## config.mk

```make
export PLATFORM = sky130hd
export DESIGN_NAME = valid_sample_history_average_top_flat
export DESIGN_NICKNAME = d
export VERILOG_FILES = /design/src/vsha_pkg.sv /design/src/vsha_req_if.sv /design/src/vsha_rsp_if.sv /design/src/vsha_csr_if.sv /design/src/vsha_ram.sv /design/src/vsha_ctrl.sv /design/src/vsha_dpath.sv /design/src/valid_sample_history_average_top.sv /design/src/flat_wrapper.sv
export SDC_FILE = /design/constraint.sdc
export NUM_CORES = 1
export LEC_CHECK = 0
export BUFFER_PORTS_ARGS = -buffer_cell sky130_fd_sc_hd__buf_2
export CAP_MARGIN = 10
export CORE_AREA = 2 2 208 210
export DETAILED_ROUTE_END_ITERATION = 6
export DIE_AREA = 0 0 210 212
export REMOVE_ABC_BUFFERS = 1
export SETUP_SLACK_MARGIN = 0.02
export SLEW_MARGIN = 30
export SYNTH_ARGS = -nofsm -noshare
export SYNTH_HDL_FRONTEND = slang
export SYNTH_SLANG_ARGS = --single-unit
```

## constraint.sdc

```tcl
create_clock -name clock -period 5.6 [get_ports clock]
set_clock_uncertainty 0.1 [all_clocks]
set_input_delay 1.4 -clock clock [delete_from_list [all_inputs] [get_ports clock]]
set_output_delay 1.4 -clock clock [all_outputs]
set_load 0.05 [all_outputs]
```

## src/vsha_pkg.sv

```systemverilog
package vsha_pkg;

   // fixed field widths
   localparam int TEMP_W    = 12;
   localparam int COUNT_W   = 4;
   localparam int CSR_IDX_W = 2;

   // saturation value of the reported count
   localparam logic [COUNT_W-1:0] COUNT_MAX = {COUNT_W{1'b1}};

   // register indexes
   localparam logic [CSR_IDX_W-1:0] CSR_VALID_LOW  = CSR_IDX_W'(0);
   localparam logic [CSR_IDX_W-1:0] CSR_VALID_HIGH = CSR_IDX_W'(1);

   // limit reset values, 1/16 degree units (-40 C and 60 C)
   localparam logic signed [TEMP_W-1:0] VALID_LOW_RST  = -12'sd640;
   localparam logic signed [TEMP_W-1:0] VALID_HIGH_RST = 12'sd960;

   // controller states
   typedef enum logic [2:0] {
      ST_IDLE,
      ST_SCAN,
      ST_PREP,
      ST_DIVIDE,
      ST_FINISH
   } state_type;

   // controller to datapath
   typedef struct packed {
      logic accept;
      logic scan;
      logic prep;
      logic divide;
      logic publish;
   } cmd_type;

   // datapath to controller
   typedef struct packed {
      logic scan_done;
      logic div_done;
      logic rsp_free;
   } status_type;

endpackage

```

## src/vsha_req_if.sv

```systemverilog
interface vsha_req_if import vsha_pkg::*; ();
   logic                     valid;
   logic                     ready;
   logic signed [TEMP_W-1:0] sample;

   modport source (output valid, output sample, input ready);
   modport sink (input valid, input sample, output ready);
endinterface

```

## src/vsha_rsp_if.sv

```systemverilog
interface vsha_rsp_if import vsha_pkg::*; ();
   logic                     valid;
   logic                     ready;
   logic signed [TEMP_W-1:0] average;
   logic [COUNT_W-1:0]       valid_count;
   logic                     no_valid;

   modport source (output valid, output average, output valid_count, output no_valid,
                   input ready);
   modport sink (input valid, input average, input valid_count, input no_valid,
                 output ready);
endinterface

```

## src/vsha_csr_if.sv

```systemverilog
interface vsha_csr_if import vsha_pkg::*; ();
   logic                 valid;
   logic                 ready;
   logic [CSR_IDX_W-1:0] index;
   logic [TEMP_W-1:0]    data;

   modport source (output valid, output index, output data, input ready);
   modport sink (input valid, input index, input data, output ready);
endinterface

```

## src/vsha_ram.sv

```systemverilog
module vsha_ram #(
   parameter int WIDTH = 12,
   parameter int DEPTH = 8
) (
   input  logic                     clock,
   input  logic                     wr_en,
   input  logic [$clog2(DEPTH)-1:0] wr_addr,
   input  logic [WIDTH-1:0]         wr_data,
   input  logic                     rd_en,
   input  logic [$clog2(DEPTH)-1:0] rd_addr,
   output logic [WIDTH-1:0]         rd_data
);

   logic [WIDTH-1:0] mem_ff [DEPTH];
   logic [WIDTH-1:0] rd_data_ff;

   // single write port, registered read port
   always_ff @(posedge clock) begin
      if (wr_en) begin
         mem_ff[wr_addr] <= wr_data;
      end
      if (rd_en) begin
         rd_data_ff <= mem_ff[rd_addr];
      end
   end

   assign rd_data = rd_data_ff;

endmodule

```

## src/vsha_ctrl.sv

```systemverilog
module vsha_ctrl import vsha_pkg::*; (
   input  logic       clock,
   input  logic       reset,
   input  logic       req_valid,
   output logic       req_ready,
   input  status_type status,
   output cmd_type    cmd
);

   state_type state_ff, state_in;

   // state register
   always_ff @(posedge clock) begin
      if (reset) begin
         state_ff <= ST_IDLE;
      end else begin
         state_ff <= state_in;
      end
   end

   // next state
   always_comb begin
      state_in = state_ff;
      unique case (state_ff)
         ST_IDLE: begin
            if (req_valid) state_in = ST_SCAN;
         end
         ST_SCAN: begin
            if (status.scan_done) state_in = ST_PREP;
         end
         ST_PREP: begin
            state_in = ST_DIVIDE;
         end
         ST_DIVIDE: begin
            if (status.div_done) state_in = ST_FINISH;
         end
         ST_FINISH: begin
            if (status.rsp_free) state_in = ST_IDLE;
         end
         default: begin
            state_in = ST_IDLE;
         end
      endcase
   end

   // commands
   always_comb begin
      cmd       = '0;
      req_ready = 1'b0;
      unique case (state_ff)
         ST_IDLE: begin
            req_ready  = 1'b1;
            cmd.accept = req_valid;
         end
         ST_SCAN: begin
            cmd.scan = 1'b1;
         end
         ST_PREP: begin
            cmd.prep = 1'b1;
         end
         ST_DIVIDE: begin
            cmd.divide = 1'b1;
         end
         ST_FINISH: begin
            cmd.publish = status.rsp_free;
         end
         default: begin
            cmd = '0;
         end
      endcase
   end

endmodule

```

## src/vsha_dpath.sv

```systemverilog
module vsha_dpath import vsha_pkg::*; #(
   parameter int HISTORY_DEPTH = 8
) (
   input  logic                     clock,
   input  logic                     reset,
   input  cmd_type                  cmd,
   output status_type               status,
   input  logic signed [TEMP_W-1:0] sample,
   input  logic                     csr_we,
   input  logic [CSR_IDX_W-1:0]     csr_index,
   input  logic [TEMP_W-1:0]        csr_data,
   input  logic                     rsp_ready,
   output logic                     rsp_valid,
   output logic signed [TEMP_W-1:0] average,
   output logic [COUNT_W-1:0]       valid_count,
   output logic                     no_valid
);

   localparam int AW      = $clog2(HISTORY_DEPTH);
   localparam int CW      = $clog2(HISTORY_DEPTH + 1);
   localparam int SUM_W   = TEMP_W + AW;
   localparam int DIV_W   = SUM_W + (SUM_W % 2);
   localparam int DIV_CYC = DIV_W / 2;
   localparam int DCW     = $clog2(DIV_CYC);
   localparam int RW      = CW + 1;
   localparam int CX      = (CW > COUNT_W) ? CW : COUNT_W;

   localparam logic [AW-1:0]  LAST_ADDR = AW'(HISTORY_DEPTH - 1);
   localparam logic [CW-1:0]  DEPTH_CNT = CW'(HISTORY_DEPTH);
   localparam logic [DCW-1:0] DIV_LAST  = DCW'(DIV_CYC - 1);

   logic signed [TEMP_W-1:0] low_ff, low_in, high_ff, high_in;
   logic [AW-1:0]            wptr_ff, wptr_in;
   logic [CW-1:0]            fill_ff, fill_in;
   logic [CW-1:0]            scan_ff, scan_in;
   logic                     rd_vld_ff, rd_vld_in;
   logic [AW-1:0]            rd_addr_ff, rd_addr_in;
   logic signed [SUM_W-1:0]  sum_ff, sum_in;
   logic [CW-1:0]            cnt_ff, cnt_in;
   logic                     neg_ff, neg_in;
   logic [DIV_W-1:0]         dq_ff, dq_in;
   logic [RW-1:0]            rem_ff, rem_in;
   logic [DCW-1:0]           dcnt_ff, dcnt_in;
   logic                     rsp_valid_ff, rsp_valid_in;
   logic signed [TEMP_W-1:0] avg_ff, avg_in;
   logic [COUNT_W-1:0]       vcnt_ff, vcnt_in;
   logic                     nov_ff, nov_in;

   logic                     rd_en;
   logic [TEMP_W-1:0]        ram_rd_data;
   logic signed [TEMP_W-1:0] hist;
   logic                     take;
   logic [SUM_W-1:0]         mag;
   logic [RW-1:0]            divisor;
   logic [RW-1:0]            r0, r1;
   logic                     q0, q1;
   logic [DIV_W-1:0]         d0;
   logic [DIV_W-1:0]         quot;
   logic [CX-1:0]            cnt_ext;

   // history store, written as a circular buffer
   vsha_ram #(
      .WIDTH(TEMP_W),
      .DEPTH(HISTORY_DEPTH)
   ) u_hist (
      .clock  (clock),
      .wr_en  (cmd.accept),
      .wr_addr(wptr_ff),
      .wr_data(sample),
      .rd_en  (rd_en),
      .rd_addr(scan_ff[AW-1:0]),
      .rd_data(ram_rd_data)
   );

   // limit registers
   always_comb begin
      low_in  = low_ff;
      high_in = high_ff;
      if (csr_we) begin
         unique case (csr_index)
            CSR_VALID_LOW:  low_in  = csr_data;
            CSR_VALID_HIGH: high_in = csr_data;
            default: begin
               low_in  = low_ff;
               high_in = high_ff;
            end
         endcase
      end
   end

   // write pointer and fill count; unwritten slots never count
   always_comb begin
      wptr_in = wptr_ff;
      fill_in = fill_ff;
      if (cmd.accept) begin
         wptr_in = (wptr_ff == LAST_ADDR) ? '0 : wptr_ff + AW'(1);
         if (fill_ff != DEPTH_CNT) fill_in = fill_ff + CW'(1);
      end
   end

   // scan of the history, one entry per cycle
   assign rd_en      = cmd.scan && (scan_ff < DEPTH_CNT);
   assign rd_vld_in  = rd_en;
   assign rd_addr_in = scan_ff[AW-1:0];
   assign hist       = ram_rd_data;
   assign take       = rd_vld_ff && (CW'(rd_addr_ff) < fill_ff) && (hist != '0) &&
                       (hist > low_ff) && (hist < high_ff);

   always_comb begin
      scan_in = scan_ff;
      sum_in  = sum_ff;
      cnt_in  = cnt_ff;
      if (cmd.accept) begin
         scan_in = '0;
         sum_in  = '0;
         cnt_in  = '0;
      end else begin
         if (rd_en) scan_in = scan_ff + CW'(1);
         if (take) begin
            sum_in = sum_ff + {{(SUM_W-TEMP_W){hist[TEMP_W-1]}}, hist};
            cnt_in = cnt_ff + CW'(1);
         end
      end
   end

   // divider: magnitude of the sum over the count, two quotient bits a cycle
   assign mag     = sum_ff[SUM_W-1] ? SUM_W'(-sum_ff) : SUM_W'(sum_ff);
   assign divisor = RW'(cnt_ff);

   always_comb begin
      r0 = {rem_ff[RW-2:0], dq_ff[DIV_W-1]};
      q0 = (r0 >= divisor);
      if (q0) r0 = r0 - divisor;
      d0 = {dq_ff[DIV_W-2:0], q0};
      r1 = {r0[RW-2:0], d0[DIV_W-1]};
      q1 = (r1 >= divisor);
      if (q1) r1 = r1 - divisor;
   end

   always_comb begin
      neg_in  = neg_ff;
      dq_in   = dq_ff;
      rem_in  = rem_ff;
      dcnt_in = dcnt_ff;
      if (cmd.prep) begin
         neg_in  = sum_ff[SUM_W-1];
         dq_in   = DIV_W'(mag);
         rem_in  = '0;
         dcnt_in = '0;
      end else if (cmd.divide) begin
         dq_in   = {d0[DIV_W-2:0], q1};
         rem_in  = r1;
         dcnt_in = dcnt_ff + DCW'(1);
      end
   end

   // result formatting
   assign quot    = neg_ff ? (~dq_ff + DIV_W'(1)) : dq_ff;
   assign cnt_ext = CX'(cnt_ff);

   always_comb begin
      avg_in       = avg_ff;
      vcnt_in      = vcnt_ff;
      nov_in       = nov_ff;
      rsp_valid_in = rsp_valid_ff && !rsp_ready;
      if (cmd.publish) begin
         rsp_valid_in = 1'b1;
         nov_in       = (cnt_ff == '0);
         avg_in       = (cnt_ff == '0) ? '0 : quot[TEMP_W-1:0];
         vcnt_in      = (cnt_ext > CX'(COUNT_MAX)) ? COUNT_MAX : cnt_ext[COUNT_W-1:0];
      end
   end

   // control registers
   always_ff @(posedge clock) begin
      if (reset) begin
         low_ff       <= VALID_LOW_RST;
         high_ff      <= VALID_HIGH_RST;
         wptr_ff      <= '0;
         fill_ff      <= '0;
         scan_ff      <= '0;
         rd_vld_ff    <= 1'b0;
         dcnt_ff      <= '0;
         rsp_valid_ff <= 1'b0;
      end else begin
         low_ff       <= low_in;
         high_ff      <= high_in;
         wptr_ff      <= wptr_in;
         fill_ff      <= fill_in;
         scan_ff      <= scan_in;
         rd_vld_ff    <= rd_vld_in;
         dcnt_ff      <= dcnt_in;
         rsp_valid_ff <= rsp_valid_in;
      end
   end

   // payload registers
   always_ff @(posedge clock) begin
      rd_addr_ff <= rd_addr_in;
      sum_ff     <= sum_in;
      cnt_ff     <= cnt_in;
      neg_ff     <= neg_in;
      dq_ff      <= dq_in;
      rem_ff     <= rem_in;
      avg_ff     <= avg_in;
      vcnt_ff    <= vcnt_in;
      nov_ff     <= nov_in;
   end

   // status back to the controller
   assign status.scan_done = (scan_ff == DEPTH_CNT);
   assign status.div_done  = (dcnt_ff == DIV_LAST);
   assign status.rsp_free  = !rsp_valid_ff || rsp_ready;

   assign rsp_valid   = rsp_valid_ff;
   assign average     = avg_ff;
   assign valid_count = vcnt_ff;
   assign no_valid    = nov_ff;

endmodule

```

## src/valid_sample_history_average_top.sv

```systemverilog
// Moving average of the most recent temperature samples with a range gate.
// req_chan takes one signed sample (1/16 degree C) per request; rsp_chan returns
// one result per request: the mean of the valid stored samples truncated
// toward zero, the number of valid samples and a flag for none valid.
// csr_chan writes the exclusive lower (index 0) and upper (index 1) limits;
// it is always ready and other indexes are ignored.
// A request passes through the scan, prep, divide and finish states; the divider
// works on DIV_W bits, 12 + ceil(log2(HISTORY_DEPTH)) rounded up to even.
// The history sits in a RAM read one entry per cycle, and the divider
// retires two quotient bits per cycle; one request is in work at a time, so a
// new request is taken only once the last one has been published.
// Reset empties the history (no clearing pass needed) and loads -40 C and
// 60 C as limits. A result waits in an output register while the receiver
// stalls; the next request still runs and holds before publishing until the
// output register frees.
module valid_sample_history_average_top import vsha_pkg::*; #(
   parameter int HISTORY_DEPTH = 8
) (
   input  logic       clock,
   input  logic       reset,
   vsha_req_if.sink   req_chan,
   vsha_rsp_if.source rsp_chan,
   vsha_csr_if.sink   csr_chan
);

   cmd_type    cmd;
   status_type status;

   // sequencing of one request
   vsha_ctrl u_ctrl (
      .clock    (clock),
      .reset    (reset),
      .req_valid(req_chan.valid),
      .req_ready(req_chan.ready),
      .status   (status),
      .cmd      (cmd)
   );

   // history, accumulation, divider and output register
   vsha_dpath #(
      .HISTORY_DEPTH(HISTORY_DEPTH)
   ) u_dpath (
      .clock      (clock),
      .reset      (reset),
      .cmd        (cmd),
      .status     (status),
      .sample     (req_chan.sample),
      .csr_we     (csr_chan.valid),
      .csr_index  (csr_chan.index),
      .csr_data   (csr_chan.data),
      .rsp_ready  (rsp_chan.ready),
      .rsp_valid  (rsp_chan.valid),
      .average    (rsp_chan.average),
      .valid_count(rsp_chan.valid_count),
      .no_valid   (rsp_chan.no_valid)
   );

   // limit writes are taken at once
   assign csr_chan.ready = 1'b1;

endmodule

```

## src/flat_wrapper.sv

```systemverilog
// flat-port wrapper written by rule: the top's interface ports become plain ports
module valid_sample_history_average_top_flat import vsha_pkg::*;
#(
   parameter int HISTORY_DEPTH = 8
)
  (clock, reset, req_chan_valid, req_chan_sample, req_chan_ready, rsp_chan_valid, rsp_chan_average, rsp_chan_valid_count, rsp_chan_no_valid, rsp_chan_ready, csr_chan_valid, csr_chan_index, csr_chan_data, csr_chan_ready);
  vsha_req_if req_chan_i ();
  vsha_rsp_if rsp_chan_i ();
  vsha_csr_if csr_chan_i ();
  input  logic clock;
  input  logic reset;
  input wire logic [$bits(req_chan_i.valid)-1:0] req_chan_valid;
  input wire logic [$bits(req_chan_i.sample)-1:0] req_chan_sample;
  output wire logic [$bits(req_chan_i.ready)-1:0] req_chan_ready;
  output wire logic [$bits(rsp_chan_i.valid)-1:0] rsp_chan_valid;
  output wire logic [$bits(rsp_chan_i.average)-1:0] rsp_chan_average;
  output wire logic [$bits(rsp_chan_i.valid_count)-1:0] rsp_chan_valid_count;
  output wire logic [$bits(rsp_chan_i.no_valid)-1:0] rsp_chan_no_valid;
  input wire logic [$bits(rsp_chan_i.ready)-1:0] rsp_chan_ready;
  input wire logic [$bits(csr_chan_i.valid)-1:0] csr_chan_valid;
  input wire logic [$bits(csr_chan_i.index)-1:0] csr_chan_index;
  input wire logic [$bits(csr_chan_i.data)-1:0] csr_chan_data;
  output wire logic [$bits(csr_chan_i.ready)-1:0] csr_chan_ready;
  assign req_chan_i.valid = req_chan_valid;
  assign req_chan_i.sample = req_chan_sample;
  assign req_chan_ready = req_chan_i.ready;
  assign rsp_chan_valid = rsp_chan_i.valid;
  assign rsp_chan_average = rsp_chan_i.average;
  assign rsp_chan_valid_count = rsp_chan_i.valid_count;
  assign rsp_chan_no_valid = rsp_chan_i.no_valid;
  assign rsp_chan_i.ready = rsp_chan_ready;
  assign csr_chan_i.valid = csr_chan_valid;
  assign csr_chan_i.index = csr_chan_index;
  assign csr_chan_i.data = csr_chan_data;
  assign csr_chan_ready = csr_chan_i.ready;
  valid_sample_history_average_top #(.HISTORY_DEPTH(HISTORY_DEPTH)) u_core (.clock(clock), .reset(reset), .req_chan(req_chan_i), .rsp_chan(rsp_chan_i), .csr_chan(csr_chan_i));
endmodule
```

# Yosys cells after proc, flatten, opt, wreduce, memory -nomap -nowiden
# Memory sizes are Yosys's and may differ from the RTL's. A register that Yosys moved wholly into a read port is not among the register bits.
# Cells that the tools add are included.
[op_classes]
eq_ne = 13
muxes = 21
bitwise = 1
n_reduce_logical = 20
order_cmp = 7
addsub = 10
[op_table]
columns = ["op", "n"]
rows = [
  ["two-way mux 15 bit", 3],
  ["adder 15 bit", 1],
  ["two-way mux 3 bit", 5],
  ["negator 15 bit", 1],
  ["one-hot mux 3 bit (5 select lines)", 1],
  ["adder 12 x 1 -> 12 bit (second input constant)", 1],
  ["adder 4 x 1 -> 4 bit (second input constant)", 3],
  ["greater-than comparator 12 bit", 1],
  ["< comparator 12 bit", 1],
  ["two-way mux 12 bit", 1],
  ["inverter 12 bit", 1],
  ["nonzero test 12 bit", 1],
  [">= comparator 5 x 4 -> 1 bit", 2],
  ["equality test 3 bit (second input constant)", 3],
  ["two-way mux 1 bit", 9],
  ["two-way mux 4 bit", 2],
  ["subtractor 4 bit", 2],
  ["adder 3 x 1 -> 3 bit (second input constant)", 2],
  ["equality test 3 x 2 -> 1 bit (second input constant)", 2],
  ["logical AND 1 bit", 6],
  ["AND reduction 2 bit", 3],
  ["equality test 4 bit (second input constant)", 1],
  ["greater-than comparator 4 bit (second input constant)", 1],
  ["zero test 4 bit", 1],
  ["other kinds (14)", 18],
]
[word_totals]
register_bits = 103
out_inout_bits = 20
wordCells = 92
mem_bits_rw = 96
input_bits = 31
mem_count = 1
[memory_table]
columns = ["memory", "words", "width", "rd", "rd_ports_with_merged_regs", "write_ports", "line_no", "rtl"]
rows = [
  ["u_core.u_dpath.u_hist.mem_ff", 8, 12, 1, 1, 1, "vsha_ram.sv:14", "logic [WIDTH-1:0] mem_ff [DEPTH];"],
]

# Depth between registers and ports, before layout
[depth]
depth_word = 5
ltp_mapped = 14
mapped_depth_nobuf = 14

# Hierarchy
# From an unflattened synthesis, not the netlist that was laid out.
[hier_totals]
hier_cells = 852
hier_area_um2 = 10383.7
[by_module_without_submodules]
columns = ["mod", "seq_area_each_um2", "area_each_um2", "cells_each", "instances"]
rows = [
  ["vsha_dpath", 2332.2, 6019.5, 659, 1],
  ["vsha_ram", 3243.1, 4107.7, 164, 1],
  ["vsha_ctrl", 60.1, 245.2, 27, 1],
  ["valid_sample_history_average_top", 0.0, 11.3, 2, 1],
]

# Worst setup path after synthesis
# No wires, ideal clock.
[synth_path]
path_type = "reg2reg"
from = "register u_core.u_ctrl.state_ff[1]"
to = "memory u_core.u_dpath.u_hist.mem_ff[0][0] (enable)"
setup_time_ps = 412
arrival_ps = 3327
path_slack_ps = 1760
t_required_ps = 5088
stages_incl_launch_ff = 6
path_buffers = 2
period_less_slack_ps = 3840
cell_sequence = "dfxtp_1 clkbuf_1 nor3_1 nand2_1 clkbuf_1 nor4_1"
[synth_between]
elab_chain_len = 4
[synth_rtl]
columns = ["item", "line_no", "rtl"]
rows = [
  ["start: declaration", "vsha_ctrl.sv:10", "state_type state_ff, state_in;"],
  ["start signal: assignment", "vsha_ctrl.sv:17", "state_ff <= state_in;"],
  ["zero test 3 bit", "vsha_ctrl.sv:50", "unique case (state_ff)"],
  ["two-way mux 1 bit", "vsha_ctrl.sv:50", ""],
  ["two-way mux 1 bit", "vsha_ram.sv:19", "if (wr_en) begin"],
  ["two-way mux 1 bit (not written as such)", "vsha_ram.sv:20", "mem_ff[wr_addr] <= wr_data;"],
  ["end: declaration", "vsha_ram.sv:14", ""],
]
# No other way between the ends.

# Final worst setup path
[layout_path]
from = "register u_core.u_dpath.cnt_ff[1] (netlist: u_core.u_dpath.cnt_ext[1])"
to = "register u_core.u_dpath.rem_ff[0]"
[layout_between]
elab_chain_len = 4
elab_cells_between_ends = 5
cone_classes = "1 x add/sub; 2 x order compare; 2 x mux"
[layout_rtl]
columns = ["item", "line_no", "rtl"]
rows = [
  ["start: declaration", "vsha_dpath.sv:39", "logic [CW-1:0] cnt_ff, cnt_in;"],
  ["start signal: assignment", "vsha_dpath.sv:201", "cnt_ff <= cnt_in;"],
  ["subtractor 4 bit or >= comparator 5 x 4 -> 1 bit (tied branches)", "vsha_dpath.sv:133, vsha_dpath.sv:132", ""],
  ["two-way mux 4 bit", "vsha_dpath.sv:133", "if (q0) r0 = r0 - divisor;"],
  [">= comparator 5 x 4 -> 1 bit *", "vsha_dpath.sv:136", "q1 = (r1 >= divisor);"],
  ["two-way mux 4 bit *", "vsha_dpath.sv:137", "if (q1) r1 = r1 - divisor;"],
  ["end signal: assignment", "vsha_dpath.sv:204", "rem_ff <= rem_in;"],
  ["end: declaration", "vsha_dpath.sv:42", "logic [RW-1:0] rem_ff, rem_in;"],
]
# Mark *: on every way between the ends. The rest lies on a longest branch, timed or not.
# A chain may end at the register's enable or synchronous reset.

==> flow_summary.yaml <==
global_routing:
  grt_pass1_wl_microns: 34600
  overflow: 0
  antenna_found_initial: 1
  grt_pass1_vias: 6438
  grt_max_degree: 44
  track_usage_pct: 9.75
cts:
  cts_buffers: 24
  cts_tree: "done"
  clk_latency_ps: 530
  hold_buffers: 0
  ctsResizeCount: 0
  clk_pin_slew_ps: 60
  htree_levels: 1
  clockRootBuffer: "clkbuf_16"
  cts_setup_buffers: 0
  cts.sinks: 211
  cts_buffer_depth: 3
worst_setup_path:
  worstSetupPathType: "reg2reg"
  cp_max_fo: 5
  cp.arrival_ps: 4210
  cp_cell_sequence: "inv_1 > ha_1 > nor2b_1 > o21ai_0 > a21boi_0 > nor2_1 > mux2i_1 > ha_1 > o21ai_0 > nand2b_1 > a21o_1 > a211oi_2 > mux2_2 > o21ai_0"
  cp_num_buf_inv: 1
  cp-start-kind: "register"
  worst_path_dominant_cell_family: "compound AO/OA/AOI/OAI gates"
  cpMaxStageDelayCell: "a211oi_2"
  cp_common_cell: "o21ai_0"
  end_kind: "register"
  slowest_delay_ps: 470
  cp_data_required_time_ps: 5960
logic_synthesis:
  synth_cells: 835
  synth_edf_count: 141
  syn_area_sq_mm: 0.0101
  synth.distinct_cells: 62
  syn_area_per_cell_sq_um: 12.1
  synthArstFlopShare_pct: 0
  yosysSeqAreaShare_pct: 55.9
  ys_ff_latch: 211
  synth-main-ff-cell: "edfxtp_1"
  ys_warn_count: 0
power_and_ir_drop:
  p_sw_share_pct: 23.8
  comb_power_share_pct: 8.9
  power.density_mw_per_mm2: 303
  p_sw_mw: 0.848
  p_leak_nw: 4.20
  ir_drop_mv: 0.186
  seqPwrFrac_pct: 48.8
  clockPowerShare_pct: 42.3
  power.internal_mw: 2.71
routing:
  antenna_left: 0
  drt_pass1_iterations: 5
  vias: 6499
  drtIter0Drc: 336
  finalWirelength_microns: 21500
  drc_errors: 0
  avgRoutedWirePerCell_microns: 14.8
  vias_per_cell: 4.48
die:
  initial_core_util_pct: 23.7
  num_rows: 76
  die_w_microns: 210
  num_io_pins: 51
  die_height_microns: 212
  die_area_sq_mm: 0.0445
  core_area_sq_mm: 0.0425
place:
  place.gp.congestion: 0.785
  hpwl_microns: 14900
  port_buffers: 49
  place_inst: 1407
cells_and_area:
  final_cells: 1452
  area_growth_pct: 16.6
  final_core_util_pct: 27.7
  drive_gt1_share_pct: 16.9
  layout.nets: 980
hold_path:
  worstHoldPathType: "reg2reg"
sta:
  rsz0062_at_grt: "false"
  worst_slew_pin_slew_ps: 964
  slew_headroom_pct: 35.2
  maxClockFrequency_ghz: 0.259
  hold_viol: 0
  min_period_over_period_pct: 68.9
  whs_ps: 266
  min_period_ps: 3860
  setup_viol: 0
  totalNegativeSetupSlack_ps: 0
  drv_slew: 0
job:
  max_cap_viol_count: 0
status:
  run_status: "complete, no violations"
[metrics by stage]
stage / area (sq um) / setup slack, ps / total power [mW]
global route: 11800 / 1450 / 3.71
detailed placement: 11000 / 1820 / 2.09
floorplan: 9940 / 1670 / 1.98
finish: 11800 / 1740 / 3.56
CTS: 11700 / 1760 / 3.61
global placement: 11000 / 1900 / 2.08
[metal layers]
metal / vias to the layer above / GRT usage (%) / routed length, microns
li1: 3168 / - / -
met1: 3168 / 13.1 / 10300
met2: 120 / 15.7 / 9800
met3: 41 / 2.26 / 938
met4: 2 / 2.79 / 461
met5: - / 0 / 13
[flip-flops by register name, indices dropped and copies added, names as in the netlist, 12 cells and up]
| signal | flops |
|---|---|
| u_core.u_dpath.u_hist.mem_ff | 96 |
| u_core.u_dpath.low_ff | 12 |
| u_core.u_dpath.dq_ff | 16 |
| u_core.u_dpath.average | 12 |
| u_core.u_dpath.high_ff | 12 |
| u_core.u_dpath.u_hist.rd_data | 12 |
| u_core.u_dpath.sum_ff | 15 |
[layout make-up]
cell class	instances	area, sq um
flip-flops and latches	211	5640
clock inverters	13	96.3
repair buffers	58	313
well taps	546	683
inverters	51	191
multi-input cells	541	4170
fillers	4360	30800
clock buffers	31	657
diodes	1	2.50
[power by group through the flow]
stage          registers (mW)  logic, mW  clock network (mW)
3_3_place_gp             1.77      0.306                   0
5_1_grt                  1.74      0.355                1.61
3_5_place_dp             1.77      0.316                   0
4_1_cts                  1.74      0.319                1.55
2_1_floorplan            1.76      0.227                   0
6_report                 1.74      0.317                1.51
[final timing paths]
| check | from | slack [ps] | cells after the start | endpoint |
|---|---|---|---|---|
| setup reg to reg | u_core.u_dpath.cnt_ext[1]$_SDFFE_PP0P_ | 1740 | 14 | u_core.u_dpath.rem_ff[0]$_SDFFE_PP0P_ |
| setup / recovery | u_core.u_dpath.cnt_ext[1]$_SDFFE_PP0P_ | 1740 | 14 | u_core.u_dpath.rem_ff[0]$_SDFFE_PP0P_ |
| hold / removal | u_core.u_dpath.scan_ff[1]$_SDFFE_PP0P_ | 270 | 0 | u_core.u_dpath.rd_addr_ff[1]$_DFF_P_ |
| hold reg to reg | u_core.u_dpath.scan_ff[1]$_SDFFE_PP0P_ | 270 | 0 | u_core.u_dpath.rd_addr_ff[1]$_DFF_P_ |
[cell usage in the layout (no fill, tap or decap), types with 4 or more instances in the layout]
| cell type | n |
|---|---|
| nor3_2 | 4 |
| a31oi_1 | 4 |
| a21boi_0 | 4 |
| clkbuf_1 | 4 |
| dfxtp_1 | 69 |
| buf_4 | 9 |
| nand4_1 | 7 |
| and3_1 | 4 |
| mux2i_1 | 19 |
| nor2_1 | 69 |
| nand2_1 | 74 |
| o21ai_0 | 23 |
| clkbuf_16 | 24 |
| nor2b_1 | 7 |
| nor4_1 | 5 |
| inv_1 | 49 |
| edfxtp_1 | 141 |
| o31ai_1 | 8 |
| xnor2_1 | 18 |
| clkinv_1 | 8 |
| mux2_2 | 15 |
| nand2b_1 | 11 |
| xor2_1 | 25 |
| nand3_1 | 15 |
| mux4_2 | 24 |
| a211o_1 | 8 |
| nor3_1 | 15 |
| ha_1 | 59 |
| a21oi_1 | 55 |
| a211oi_2 | 4 |
| a21o_1 | 11 |
| or3_1 | 4 |
| buf_2 | 49 |
[cells by family after synthesis]
| family | Yosys count | share of synthesized area, % |
|---|---|---|
| buffers and inverters | 83 | 3.30 |
| adders and majority gates | 62 | 7.92 |
| DFF | 211 | 55.9 |
| AOI/OAI and AO/OA | 140 | 9.17 |
| and+or+nand+nor | 237 | 11.0 |
| xor gates and xnor gates | 43 | 3.73 |
| other | 1 | 0.0372 |
| muxes | 58 | 8.92 |
[cell usage after synthesis (all sizes together) (8+ instances only)]
library cell	number	area, sq um
edfxtp	141	4230
nand2	74	278
nor2	72	270
dfxtp	70	1400
ha	59	738
a21oi	55	275
inv	50	188
xor2	25	219
clkbuf	24	90.1
mux4	24	541
o21ai	23	115
nor3	21	116
mux2i	19	190
xnor2	18	158
mux2	15	169
nand3	15	75.1
a21o	12	91.3
nand2b	12	82.6
a211o	8	70.1
buf	8	51.3
o31ai	8	60.1
(Power assumes the default switching activity.)
